==> src/hdl/wpd_pkg.sv <==
// Shared types for the WAV PCM deframer: result item and the parser push bundle.
`timescale 1ns / 1ps

package wpd_pkg;

  // One result item as delivered on the output channel
  typedef struct packed {
    logic               item_kind;
    logic signed [15:0] sample;
    logic [2:0]         status;
    logic [15:0]        audio_channels;
    logic [31:0]        rate_hz;
    logic [15:0]        sample_bits;
    logic [31:0]        samples_emitted;
    logic               final_item;
  } item_t;

  // Up to two items per input byte: a sample first, then the status item
  typedef struct packed {
    logic  smp_valid;
    item_t smp_item;
    logic  sts_valid;
    item_t sts_item;
  } push_t;

  // Item kinds
  localparam logic KindSample = 1'b0;
  localparam logic KindStatus = 1'b1;

endpackage

==> src/hdl/wpd_parse.sv <==
// Byte-level RIFF/WAVE parser: header check, chunk walk, fmt capture, PCM conversion.
`timescale 1ns / 1ps

module wpd_parse
  import wpd_pkg::*;
(
  input  logic       clk_i,
  input  logic       rst_ni,
  input  logic       accept_i,
  input  logic [7:0] data_byte_i,
  input  logic       last_byte_i,
  output push_t      push_o
);

  // Phase codes
  localparam logic [2:0] PhHeader = 3'd0;
  localparam logic [2:0] PhChdr   = 3'd1;
  localparam logic [2:0] PhFmt    = 3'd2;
  localparam logic [2:0] PhData   = 3'd3;
  localparam logic [2:0] PhSkip   = 3'd4;
  localparam logic [2:0] PhPad    = 3'd5;
  localparam logic [2:0] PhHalt   = 3'd6;
  localparam logic [2:0] PhSmall  = 3'd7;

  // Status codes
  localparam logic [2:0] StOk       = 3'd0;
  localparam logic [2:0] StHeader   = 3'd1;
  localparam logic [2:0] StOverrun  = 3'd2;
  localparam logic [2:0] StFmtSmall = 3'd3;
  localparam logic [2:0] StUnsupp   = 3'd4;
  localparam logic [2:0] StNoData   = 3'd5;
  localparam logic [2:0] StOrder    = 3'd6;

  // Chunk tags, first byte in the low lane
  localparam logic [31:0] TagRiff = 32'h4646_4952;
  localparam logic [31:0] TagWave = 32'h4556_4157;
  localparam logic [31:0] TagFmt  = 32'h2074_6D66;
  localparam logic [31:0] TagData = 32'h6174_6164;

  localparam logic [31:0] FmtMinLen = 32'd16;

  logic [2:0]  phase_q, phase_d;
  logic [4:0]  cnt_q, cnt_d;
  logic [31:0] tag_q, tag_d;
  logic [31:0] len_q, len_d;
  logic [31:0] left_q, left_d;
  logic        pad_q, pad_d;
  logic [15:0] fmt_q, fmt_d;
  logic [15:0] chan_q, chan_d;
  logic [31:0] rate_q, rate_d;
  logic [15:0] depth_q, depth_d;
  logic [15:0] sbytes_q, sbytes_d;
  logic [1:0]  sidx_q, sidx_d;
  logic        fmt_seen_q, fmt_seen_d;
  logic        data_seen_q, data_seen_d;
  logic [2:0]  err_q, err_d;
  logic [31:0] total_q, total_d;

  logic [4:0]  cnt_inc;
  logic [31:0] left_dec;
  logic [1:0]  sidx_inc;
  logic [2:0]  width;
  logic        body_done;
  logic [2:0]  body_ph;
  logic        emit;
  logic [15:0] smp_val;
  logic [2:0]  fin_err;

  function automatic logic fmt_ok(logic [15:0] f, logic [15:0] c, logic [31:0] r,
                                  logic [15:0] d);
    fmt_ok = (f == 16'd1) && (c != 16'd0) && (r != 32'd0) &&
             ((d == 16'd8) || (d == 16'd16) || (d == 16'd24) || (d == 16'd32));
  endfunction

  assign cnt_inc  = cnt_q + 5'd1;
  assign left_dec = left_q - 32'd1;
  assign sidx_inc = sidx_q + 2'd1;
  assign width    = depth_q[5:3];

  // Next state for one accepted byte
  always_comb begin
    phase_d     = phase_q;
    cnt_d       = cnt_q;
    tag_d       = tag_q;
    len_d       = len_q;
    left_d      = left_q;
    pad_d       = pad_q;
    fmt_d       = fmt_q;
    chan_d      = chan_q;
    rate_d      = rate_q;
    depth_d     = depth_q;
    sbytes_d    = sbytes_q;
    sidx_d      = sidx_q;
    fmt_seen_d  = fmt_seen_q;
    data_seen_d = data_seen_q;
    err_d       = err_q;
    total_d     = total_q;
    body_done   = 1'b0;
    body_ph     = phase_q;
    emit        = 1'b0;
    smp_val     = 16'd0;
    fin_err     = err_q;

    unique case (phase_q)
      PhHeader: begin
        tag_d = {data_byte_i, tag_q[31:8]};
        cnt_d = cnt_inc;
        if (cnt_inc == 5'd4 && tag_d != TagRiff) begin
          err_d   = StHeader;
          phase_d = PhHalt;
        end else if (cnt_inc == 5'd12) begin
          if (tag_d != TagWave) begin
            err_d   = StHeader;
            phase_d = PhHalt;
          end else begin
            phase_d = PhChdr;
            cnt_d   = 5'd0;
          end
        end
      end
      PhChdr: begin
        if (cnt_q < 5'd4) begin
          tag_d = {data_byte_i, tag_q[31:8]};
        end else begin
          len_d = {data_byte_i, len_q[31:8]};
        end
        cnt_d = cnt_inc;
        // Full chunk header: open the body
        if (cnt_inc >= 5'd8) begin
          left_d = len_d;
          pad_d  = len_d[0];
          cnt_d  = 5'd0;
          if (tag_d == TagFmt) begin
            if (data_seen_q) begin
              err_d   = StOrder;
              phase_d = PhHalt;
            end else begin
              phase_d   = (len_d < FmtMinLen) ? PhSmall : PhFmt;
              body_done = (len_d == 32'd0);
              body_ph   = phase_d;
            end
          end else if (tag_d == TagData) begin
            if (data_seen_q || !fmt_seen_q) begin
              err_d   = StOrder;
              phase_d = PhHalt;
            end else if (!fmt_ok(fmt_q, chan_q, rate_q, depth_q)) begin
              err_d   = StUnsupp;
              phase_d = PhHalt;
            end else begin
              data_seen_d = 1'b1;
              sidx_d      = 2'd0;
              phase_d     = PhData;
              body_done   = (len_d == 32'd0);
              body_ph     = PhData;
            end
          end else begin
            phase_d   = PhSkip;
            body_done = (len_d == 32'd0);
            body_ph   = PhSkip;
          end
        end
      end
      PhFmt: begin
        if (cnt_q < 5'd2) begin
          fmt_d = {data_byte_i, fmt_q[15:8]};
        end else if (cnt_q < 5'd4) begin
          chan_d = {data_byte_i, chan_q[15:8]};
        end else if (cnt_q < 5'd8) begin
          rate_d = {data_byte_i, rate_q[31:8]};
        end else if (cnt_q >= 5'd14 && cnt_q < 5'd16) begin
          depth_d = {data_byte_i, depth_q[15:8]};
        end
        if (cnt_q < 5'd16) begin
          cnt_d = cnt_inc;
        end
        left_d    = left_dec;
        body_done = (left_dec == 32'd0);
      end
      PhData: begin
        sbytes_d = {data_byte_i, sbytes_q[15:8]};
        sidx_d   = sidx_inc;
        // Sample complete once the byte index wraps to the sample width
        if (sidx_inc == width[1:0]) begin
          emit    = 1'b1;
          smp_val = (width == 3'd1) ? {{8{data_byte_i[7]}}, data_byte_i} : sbytes_d;
          sidx_d  = 2'd0;
          if (total_q != 32'hFFFF_FFFF) begin
            total_d = total_q + 32'd1;
          end
        end
        left_d    = left_dec;
        body_done = (left_dec == 32'd0);
      end
      PhSkip, PhSmall: begin
        left_d    = left_dec;
        body_done = (left_dec == 32'd0);
      end
      PhPad: begin
        pad_d   = 1'b0;
        cnt_d   = 5'd0;
        phase_d = PhChdr;
      end
      PhHalt: begin
      end
      default: begin
      end
    endcase

    // Close a chunk body: short fmt fails, otherwise go to pad or next header
    if (body_done) begin
      if (body_ph == PhSmall) begin
        err_d   = StFmtSmall;
        phase_d = PhHalt;
      end else begin
        if (body_ph == PhFmt) begin
          fmt_seen_d = 1'b1;
        end
        sidx_d  = 2'd0;
        cnt_d   = 5'd0;
        phase_d = pad_d ? PhPad : PhChdr;
      end
    end

    // Final status code on the last byte
    fin_err = err_d;
    if (err_d == StOk) begin
      if (phase_d == PhFmt || phase_d == PhData || phase_d == PhSkip ||
          phase_d == PhSmall) begin
        fin_err = StOverrun;
      end else if (phase_d == PhHeader) begin
        fin_err = StHeader;
      end else if (!data_seen_d) begin
        fin_err = (fmt_seen_d && fmt_ok(fmt_d, chan_d, rate_d, depth_d)) ? StNoData
                                                                        : StUnsupp;
      end
    end
  end

  // Result items for this byte
  always_comb begin
    push_o.smp_valid                = accept_i && emit;
    push_o.smp_item.item_kind       = KindSample;
    push_o.smp_item.sample          = smp_val;
    push_o.smp_item.status          = err_d;
    push_o.smp_item.audio_channels  = chan_d;
    push_o.smp_item.rate_hz         = rate_d;
    push_o.smp_item.sample_bits     = depth_d;
    push_o.smp_item.samples_emitted = total_d;
    push_o.smp_item.final_item      = 1'b0;

    push_o.sts_valid                = accept_i && last_byte_i;
    push_o.sts_item.item_kind       = KindStatus;
    push_o.sts_item.sample          = 16'sd0;
    push_o.sts_item.status          = fin_err;
    push_o.sts_item.audio_channels  = chan_d;
    push_o.sts_item.rate_hz         = rate_d;
    push_o.sts_item.sample_bits     = depth_d;
    push_o.sts_item.samples_emitted = total_d;
    push_o.sts_item.final_item      = 1'b1;
  end

  // Parser state; the last byte returns everything to reset
  always_ff @(posedge clk_i or negedge rst_ni) begin
    if (!rst_ni) begin
      phase_q     <= PhHeader;
      cnt_q       <= 5'd0;
      tag_q       <= 32'd0;
      len_q       <= 32'd0;
      left_q      <= 32'd0;
      pad_q       <= 1'b0;
      fmt_q       <= 16'd0;
      chan_q      <= 16'd0;
      rate_q      <= 32'd0;
      depth_q     <= 16'd0;
      sbytes_q    <= 16'd0;
      sidx_q      <= 2'd0;
      fmt_seen_q  <= 1'b0;
      data_seen_q <= 1'b0;
      err_q       <= StOk;
      total_q     <= 32'd0;
    end else if (accept_i) begin
      if (last_byte_i) begin
        phase_q     <= PhHeader;
        cnt_q       <= 5'd0;
        tag_q       <= 32'd0;
        len_q       <= 32'd0;
        left_q      <= 32'd0;
        pad_q       <= 1'b0;
        fmt_q       <= 16'd0;
        chan_q      <= 16'd0;
        rate_q      <= 32'd0;
        depth_q     <= 16'd0;
        sbytes_q    <= 16'd0;
        sidx_q      <= 2'd0;
        fmt_seen_q  <= 1'b0;
        data_seen_q <= 1'b0;
        err_q       <= StOk;
        total_q     <= 32'd0;
      end else begin
        phase_q     <= phase_d;
        cnt_q       <= cnt_d;
        tag_q       <= tag_d;
        len_q       <= len_d;
        left_q      <= left_d;
        pad_q       <= pad_d;
        fmt_q       <= fmt_d;
        chan_q      <= chan_d;
        rate_q      <= rate_d;
        depth_q     <= depth_d;
        sbytes_q    <= sbytes_d;
        sidx_q      <= sidx_d;
        fmt_seen_q  <= fmt_seen_d;
        data_seen_q <= data_seen_d;
        err_q       <= err_d;
        total_q     <= total_d;
      end
    end
  end

endmodule

==> src/hdl/wpd_ofifo.sv <==
// Four-entry result queue taking up to two items per cycle, one out per cycle.
`timescale 1ns / 1ps

module wpd_ofifo
  import wpd_pkg::*;
(
  input  logic  clk_i,
  input  logic  rst_ni,
  input  push_t push_i,
  output logic  space_o,
  output logic  out_valid_o,
  input  logic  out_ready_i,
  output item_t out_item_o
);

  item_t      mem_q [4];
  logic [1:0] wr_q, wr_d;
  logic [1:0] rd_q, rd_d;
  logic [2:0] cnt_q, cnt_d;
  logic       pop;
  logic [1:0] n_push;
  logic [1:0] wr_next;

  assign out_valid_o = (cnt_q != 3'd0);
  assign out_item_o  = mem_q[rd_q];
  // Room for the worst case of two items from one byte
  assign space_o     = (cnt_q <= 3'd2);
  assign pop         = out_valid_o && out_ready_i;
  assign n_push      = {1'b0, push_i.smp_valid} + {1'b0, push_i.sts_valid};
  assign wr_next     = wr_q + 2'd1;

  // Advance pointers and count
  always_comb begin
    wr_d  = wr_q + n_push;
    rd_d  = pop ? rd_q + 2'd1 : rd_q;
    cnt_d = cnt_q + {1'b0, n_push} - {2'b00, pop};
  end

  always_ff @(posedge clk_i or negedge rst_ni) begin
    if (!rst_ni) begin
      wr_q  <= 2'd0;
      rd_q  <= 2'd0;
      cnt_q <= 3'd0;
    end else begin
      wr_q  <= wr_d;
      rd_q  <= rd_d;
      cnt_q <= cnt_d;
    end
  end

  // Store the sample first, the status item behind it
  always_ff @(posedge clk_i) begin
    if (push_i.smp_valid) begin
      mem_q[wr_q] <= push_i.smp_item;
      if (push_i.sts_valid) begin
        mem_q[wr_next] <= push_i.sts_item;
      end
    end else if (push_i.sts_valid) begin
      mem_q[wr_q] <= push_i.sts_item;
    end
  end

endmodule

==> src/hdl/wav_pcm_deframer_to_s16_top.sv <==
// Top level of the WAV PCM deframer: byte input channel, converted item output channel.
`timescale 1ns / 1ps

// Usage:
//   Input channel (in_valid_i/in_ready_o) carries the file one byte per item,
//   with last_byte_i high on the final byte of the file.
//   Output channel (out_valid_o/out_ready_i) carries sample items as each
//   sample completes, and one status item (final_item_o high) after the
//   last byte, holding the end code and the fmt values of the run.
//   Throughput: one byte per cycle while in_ready_o is high; each byte passes
//   the combinational parser and lands in a four-entry result queue.
//   An item is written into the queue when the byte that caused it is
//   accepted, and is presented on the output once it reaches the queue head.
//   A byte with a sample and the last-byte mark yields two items; the queue
//   takes both in the same cycle.
//   Stall: when the receiver holds out_ready_i low the queue fills, and
//   in_ready_o drops while fewer than two entries are free.
//   Reset: the parser returns to the header phase with all fields zero and
//   the queue empties. After each status item the parser restarts the same
//   way for the next file.
module wav_pcm_deframer_to_s16_top
  import wpd_pkg::*;
(
  input  logic               clk_i,
  input  logic               rst_ni,
  input  logic               in_valid_i,
  output logic               in_ready_o,
  input  logic [7:0]         data_byte_i,
  input  logic               last_byte_i,
  output logic               out_valid_o,
  input  logic               out_ready_i,
  output logic               item_kind_o,
  output logic signed [15:0] sample_o,
  output logic [2:0]         status_o,
  output logic [15:0]        audio_channels_o,
  output logic [31:0]        rate_hz_o,
  output logic [15:0]        sample_bits_o,
  output logic [31:0]        samples_emitted_o,
  output logic               final_item_o
);

  push_t push;
  item_t head;
  logic  space;
  logic  accept;

  assign in_ready_o = space;
  assign accept     = in_valid_i && space;

  wpd_parse u_parse (
    .clk_i       (clk_i),
    .rst_ni      (rst_ni),
    .accept_i    (accept),
    .data_byte_i (data_byte_i),
    .last_byte_i (last_byte_i),
    .push_o      (push)
  );

  wpd_ofifo u_ofifo (
    .clk_i       (clk_i),
    .rst_ni      (rst_ni),
    .push_i      (push),
    .space_o     (space),
    .out_valid_o (out_valid_o),
    .out_ready_i (out_ready_i),
    .out_item_o  (head)
  );

  // Unpack the head item onto the ports
  assign item_kind_o       = head.item_kind;
  assign sample_o          = head.sample;
  assign status_o          = head.status;
  assign audio_channels_o  = head.audio_channels;
  assign rate_hz_o         = head.rate_hz;
  assign sample_bits_o     = head.sample_bits;
  assign samples_emitted_o = head.samples_emitted;
  assign final_item_o      = head.final_item;

endmodule

==> config.mk <==
export PLATFORM = sky130hd
export DESIGN_NAME = wav_pcm_deframer_to_s16_top
export DESIGN_NICKNAME = d
export VERILOG_FILES = /design/src/hdl/wpd_pkg.sv /design/src/hdl/wpd_parse.sv /design/src/hdl/wpd_ofifo.sv /design/src/hdl/wav_pcm_deframer_to_s16_top.sv
export SDC_FILE = /design/constraint.sdc
export NUM_CORES = 1
export LEC_CHECK = 0
export BUFFER_PORTS_ARGS = -buffer_cell sky130_fd_sc_hd__clkbuf_2
export CORE_AREA = 2 2 320 322
export DETAILED_ROUTE_END_ITERATION = 8
export DIE_AREA = 0 0 322 324
export PLACE_DENSITY = 0.62
export SLEW_MARGIN = 25
export SYNTH_ARGS = -nofsm -noshare
export SYNTH_HDL_FRONTEND = slang
export SYNTH_HIERARCHICAL = 1
export SYNTH_SLANG_ARGS = --single-unit
==> constraint.sdc <==
create_clock -name clk_i -period 15 [get_ports clk_i]
set_clock_uncertainty 0.15 [all_clocks]
set_input_delay 1.5 -clock clk_i [delete_from_list [all_inputs] [get_ports clk_i]]
set_output_delay 1.5 -clock clk_i [all_outputs]
set_load 0.05 [all_outputs]
**Word level (Yosys, flattened, before mapping)**

Memory sizes are Yosys's and may differ from the RTL's.
Index checks and enable logic that the tools add are counted.

- Add/subtract/negate cells: 10
- Order comparisons: 8
- Eq/ne operators: 32
- Mux-type cells: 128
- Bitwise logic cells: 1
- Reductions and logical operators: 43

Operators with widths:

| operator | count |
|---|---|
| 2-to-1 mux 32 bit | 18 |
| 2-to-1 mux 16 bit | 17 |
| case mux 32 bit (2 select lines) | 2 |
| 2-to-1 mux 117 bit | 1 |
| 2-to-1 mux 3 bit | 37 |
| == test 16 x 5 -> 1 bit (second input constant) | 4 |
| logical NOT 32 bit | 2 |
| inequality test 32 x 31 -> 1 bit (second input constant) | 2 |
| nonzero test 32 bit | 2 |
| 2-to-1 mux 5 bit | 8 |
| adder 32 x 1 -> 32 bit (second input constant) | 1 |
| == test 16 x 1 -> 1 bit (second input constant) | 2 |
| == test 16 x 4 -> 1 bit (second input constant) | 2 |
| == test 16 x 6 -> 1 bit (second input constant) | 2 |
| == test 32 x 30 -> 1 bit (second input constant) | 1 |
| == test 32 x 31 -> 1 bit (second input constant) | 1 |
| less-than comparator 32 x 5 -> 1 bit (second input constant) | 1 |
| inequality test 32 bit (second input constant) | 1 |
| nonzero test 16 bit | 2 |
| subtractor 32 x 1 -> 32 bit (second input constant) | 1 |
| 2-to-1 mux 1 bit | 29 |
| case mux 5 bit (4 select lines) | 1 |
| == test 3 bit (second input constant) | 6 |
| 2-to-1 mux 2 bit | 9 |
| 33 further kinds | 70 |

- Flip-flop bits (word level): 247
- Bits in writable memories: 468
- Bits of input ports: 13
- Memories kept: 1

Memory list:

| name | depth | width | rd ports | clocked after Yosys merged registers in | wr ports | RTL line | RTL |
|---|---|---|---|---|---|---|---|
| u_ofifo.mem_q | 4 | 117 | 1 | 0 | 2 | wpd_ofifo.sv:16 | `item_t mem_q [4];` |

**Logic depth before layout (Yosys ltp)**

- Word-level depth: 22
- Depth in mapped cells: 17
- Depth with buffers taken out: 15

**Modules after synthesis**

Netlist, hierarchy kept.

By module, submodules not included:

| module | times used | cells each | area each (um2) | seq. area each (um2) |
|---|---|---|---|---|
| wpd_ofifo | 1 | 1752 | 24921.4 | 14228.6 |
| wpd_parse | 1 | 1677 | 15040.7 | 5805.6 |
| wav_pcm_deframer_to_s16_top | 1 | 1 | 6.3 | 0.0 |

**Worst setup path before layout**

Ideal clock, no wire load.

- Path type: input to register
- Start point: in in_valid_i
- End point: mem u_ofifo/mem_q[3][0] in the netlist's numbering, enable pin
- Setup time: 772 ps
- Data arrival time: 11644 ps
- Setup slack: 2434 ps
- Stages on the path: 12
- Buffers on the path: 6
- Cells stage by stage: and2_1 > clkbuf_1 > clkinv_1 > clkbuf_1 > clkbuf_1 > nor2_1 > ha_1 > buf_4 > nand2b_4 > buf_2 > buf_2 > a21boi_0

RTL lines:

| element | RTL line | RTL |
|---|---|---|
| from (decl) | wav_pcm_deframer_to_s16_top.sv:26 | `input logic in_valid_i,` |
| to (decl) | wpd_ofifo.sv:16 |  |

==> results.sh <==
export IMPL_holdBufCountCts=0
export IMPL_synth_distinct_cells=105
export IMPL_synth_cells=3430
export IMPL_syn2layout_area_growth_pct=7.59
export IMPL_reg2reg_depth=9
export IMPL_final_nets=3327
export IMPL_ant_nets=0
export IMPL_ioPinCount=132
export IMPL_vias_per_cell=6.35
export IMPL_wirelength_um=115000
export IMPL_hold_end="u_parse/len_q[1]$_DFFE_PN0P_"
export IMPL_period_minus_slack_ps=6120
export IMPL_cts_tree="yes"
export IMPL_worstSkewPairLatency_ps=640
export IMPL_coreArea_mm2=0.101
export IMPL_start_util_pct=39.6
export IMPL_synth_edff_count=468
export IMPL_fin_crit_sh_pct=40.8
export IMPL_synthTopCellsByArea="edfxtp_1 35%, dfrtp_1 15%, o221ai_1 6.8%"
export IMPL_maxSlewViolCount=0
export IMPL_fmax_mhz=163
export IMPL_fp_dieH_um=324
export IMPL_end_kind="flop"
export IMPL_track_usage_pct=21.5
export IMPL_post_cts_buffers=0
export IMPL_synth_top_area_share_pct=35.2
export IMPL_drive_gt1_share_pct=16.5
export IMPL_synth_ff_latch_count=707
export IMPL_clock_path_buffers=3
export IMPL_reg2reg_to="u_ofifo/mem_q[3][34]$_DFFE_PP_"
export IMPL_rsz0062_at_grt="false"
export IMPL_grt_pass1_wl_um=175000
export IMPL_drv_cap=0
export IMPL_drc=0
export IMPL_ys_seq_area_share_pct=50.1
export IMPL_critical_path_class="input pin to flop"
export IMPL_leakagePower_uw=0.0155
export IMPL_pwr_density_cell_mw_per_mm2=170
export IMPL_top_usage_layer="met2"
export IMPL_reg2reg_from="u_parse/depth_q[4]$_DFFE_PN0P_"
export IMPL_die_w_um=322
export IMPL_fp_row_count=117
export IMPL_netlist_area_mm2=0.0400
export IMPL_rrSetupSlack_ps=8910
export IMPL_io_buffer_count=131
export IMPL_place_hpwl_um=67300
export IMPL_peakVddDrop_uv=96.3
export IMPL_wl_per_cell_um=24.6
export IMPL_yosysMostFrequentCell="edfxtp_1"
export IMPL_setup_viol_count_final=0
export IMPL_cts_resized_gates=0
export IMPL_clk_pin_slew_worst_paths_ps=60
export IMPL_fin_tns_setup_ps=0
export IMPL_numClockSinks=707
export IMPL_slew_headroom_pct=29.4
export IMPL_worst_pin_slew_ps=1060
export IMPL_gp_congestion=0.873
export IMPL_cts_root_buf="clkbuf_16"
export IMPL_avgSynthCellArea_um2=11.7
export IMPL_async_flop_share_pct=33.8
export IMPL_cts_htree_levels=3
export IMPL_use_met1_pct=29.4
export IMPL_status="finished clean"
export IMPL_use_met3_pct=3.08
export IMPL_worst_hold_path_type="flop to flop"
export IMPL_power_total_uw=7300
export IMPL_numCtsBuffers=80
export IMPL_grt_overflow=0
export IMPL_grt_max_degree=100
export IMPL_whs_path_depth=2
export IMPL_antenna_found_initial=0
export IMPL_startpoint_type="input pin"
export IMPL_dr_total_vias=29700
export IMPL_cp_max_fo=65
export IMPL_hold_viol_final=0
export IMPL_crit_required_ps=15090
export IMPL_yosys_warnings=6
export IMPL_dieArea_mm2=0.104
export IMPL_synth_top_area_cell="edfxtp_1"
export IMPL_grt_pass1_vias=28900
export IMPL_ys_flop_type="edfxtp_1"
export IMPL_min_from="u_parse/len_q[1]$_DFFE_PN0P_"
export IMPL_drt_iter0_drc=2992
export IMPL_drt_pre_antenna_iters=6
export IMPL_synth_cells_most_frequent="468 x edfxtp_1, 397 x nand2_1, 311 x o221ai_1, 244 x nand2b_1, 239 x dfrtp_1"
export IMPL_crit_arrival_ps=6220
export IMPL_grt_util_met2_pct=35.2
[state kept, by name (all words and copies together), names as in the netlist, 5 cells and up]
name and count:
u_ofifo/mem_q 468, u_parse/left_q 32, u_parse/len_q 32, u_parse/rate_q 32, u_parse/tag_q 32, u_parse/total_q 32, u_parse/chan_q 16, u_parse/depth_q 16
u_parse/fmt_q 16, u_parse/sbytes_q 8, u_parse/cnt_q 5
[how the worst max path moves through the flow]
stage	from	endpoint	slack, ps	depth (start not counted)
global route	u_parse/phase_q[1]$_DFFE_PN0P_	u_ofifo/mem_q[3][56]$_DFFE_PP_	8600	9
detailed placement	in_valid_i	u_ofifo/mem_q[3][56]$_DFFE_PP_	8320	10
CTS	u_ofifo/rd_q[0]$_DFFE_PN0P_	sample_bits_o[7]	8790	4
global placement	in_valid_i	u_ofifo/mem_q[3][56]$_DFFE_PP_	8370	10
floorplan	in_valid_i	u_ofifo/mem_q[3][0]$_DFFE_PP_	2430	12
finish	in_valid_i	u_ofifo/mem_q[3][34]$_DFFE_PP_	8880	10
[cell families (layout without fill, tap and decap cells)]
| group | after synthesis | after routing | synth area share, % |
|---|---|---|---|
| simple gates | 1033 | 1033 | 13.6 |
| compound gates | 955 | 955 | 19.6 |
| flops | 707 | 707 | 50.1 |
| buf+inv | 475 | 390 | 6.52 |
| mux | 195 | 195 | 8.67 |
| xor+xnor | 49 | 49 | 1.09 |
| fa+ha+maj | 14 | 14 | 0.457 |
| other cells | 2 | 21 | 0.0188 |
[cell type report]
| cell class | count | area [µm²] |
|---|---|---|
| Fill cell | 9404 | 58000 |
| Inverter | 69 | 259 |
| Clock buffer | 98 | 2170 |
| Sequential cell | 707 | 20000 |
| Tap cell | 1309 | 1640 |
| Timing Repair Buffer | 176 | 1040 |
| Multi-Input combinational cell | 2266 | 17500 |
| Antenna cell | 1 | 2.50 |
| Clock inverter | 47 | 330 |
[power breakdown]
part	internal (µW)	leakage, µW	switching, µW	total (µW)
registers	2260	0.00766	280	2540
logic	902	0.00658	1960	2860
clock network	1080	0.00125	820	1900
total	4240	0.0155	3060	7300
[cell usage in the layout (no fill, tap or decap), types with 10 or more instances in the layout]
master       n
clkbuf_1    10
xor2_1      13
conb_1      20
a22o_1     127
dfrtp_1    236
nand3_1     52
o221ai_1   311
clkinv_1    14
nor4b_1     15
o2bb2ai_1  155
nand4_1     32
clkbuf_16   82
o221ai_2    41
nor2_1      97
o31ai_1     17
clkbuf_2   130
nor4_1      38
inv_1       68
edfxtp_1   468
nand2_1    396
buf_4       41
o21ai_0    107
a31oi_1     22
or4_1       13
a21oi_1     85
clkinv_2    20
mux2i_1     40
ha_1        12
xnor2_1     34
mux2_2      38
nor3_1      38
mux4_2     117
nand2b_1   244
nor4bb_1    10
[through the flow]
step | util (%) | setup WS [ps] | std cells | instance area, µm² | hold slack [ps]
after global routing | 42.6 | 8600 | 4672 | 43000 | 356
after floorplan | - | 2430 | 3448 | 40000 | 300
after detailed placement | 40.1 | 8320 | 4527 | 40500 | 327
final | 42.6 | 8880 | 4673 | 43000 | 338
after global placement | 40.0 | 8370 | 4525 | 40400 | 315
after CTS | 42.6 | 8790 | 4672 | 43000 | 342
[critical path, stage by stage]
cell and delay (ps):
clkbuf_2 130, and2_1 140, buf_4 380, inv_2 280, nor2_1 210, ha_1 490
nand2b_4 570, a21boi_4 710, buf_4 730, buf_4 920
[layer usage]
metal | share of wire, % | wire length [µm]
met1 | 43 | 48900
met3 | 7.2 | 8280
met4 | 2.4 | 2700
met2 | 48 | 54800
met5 | 0 | 0
(Power assumes the default switching activity.)
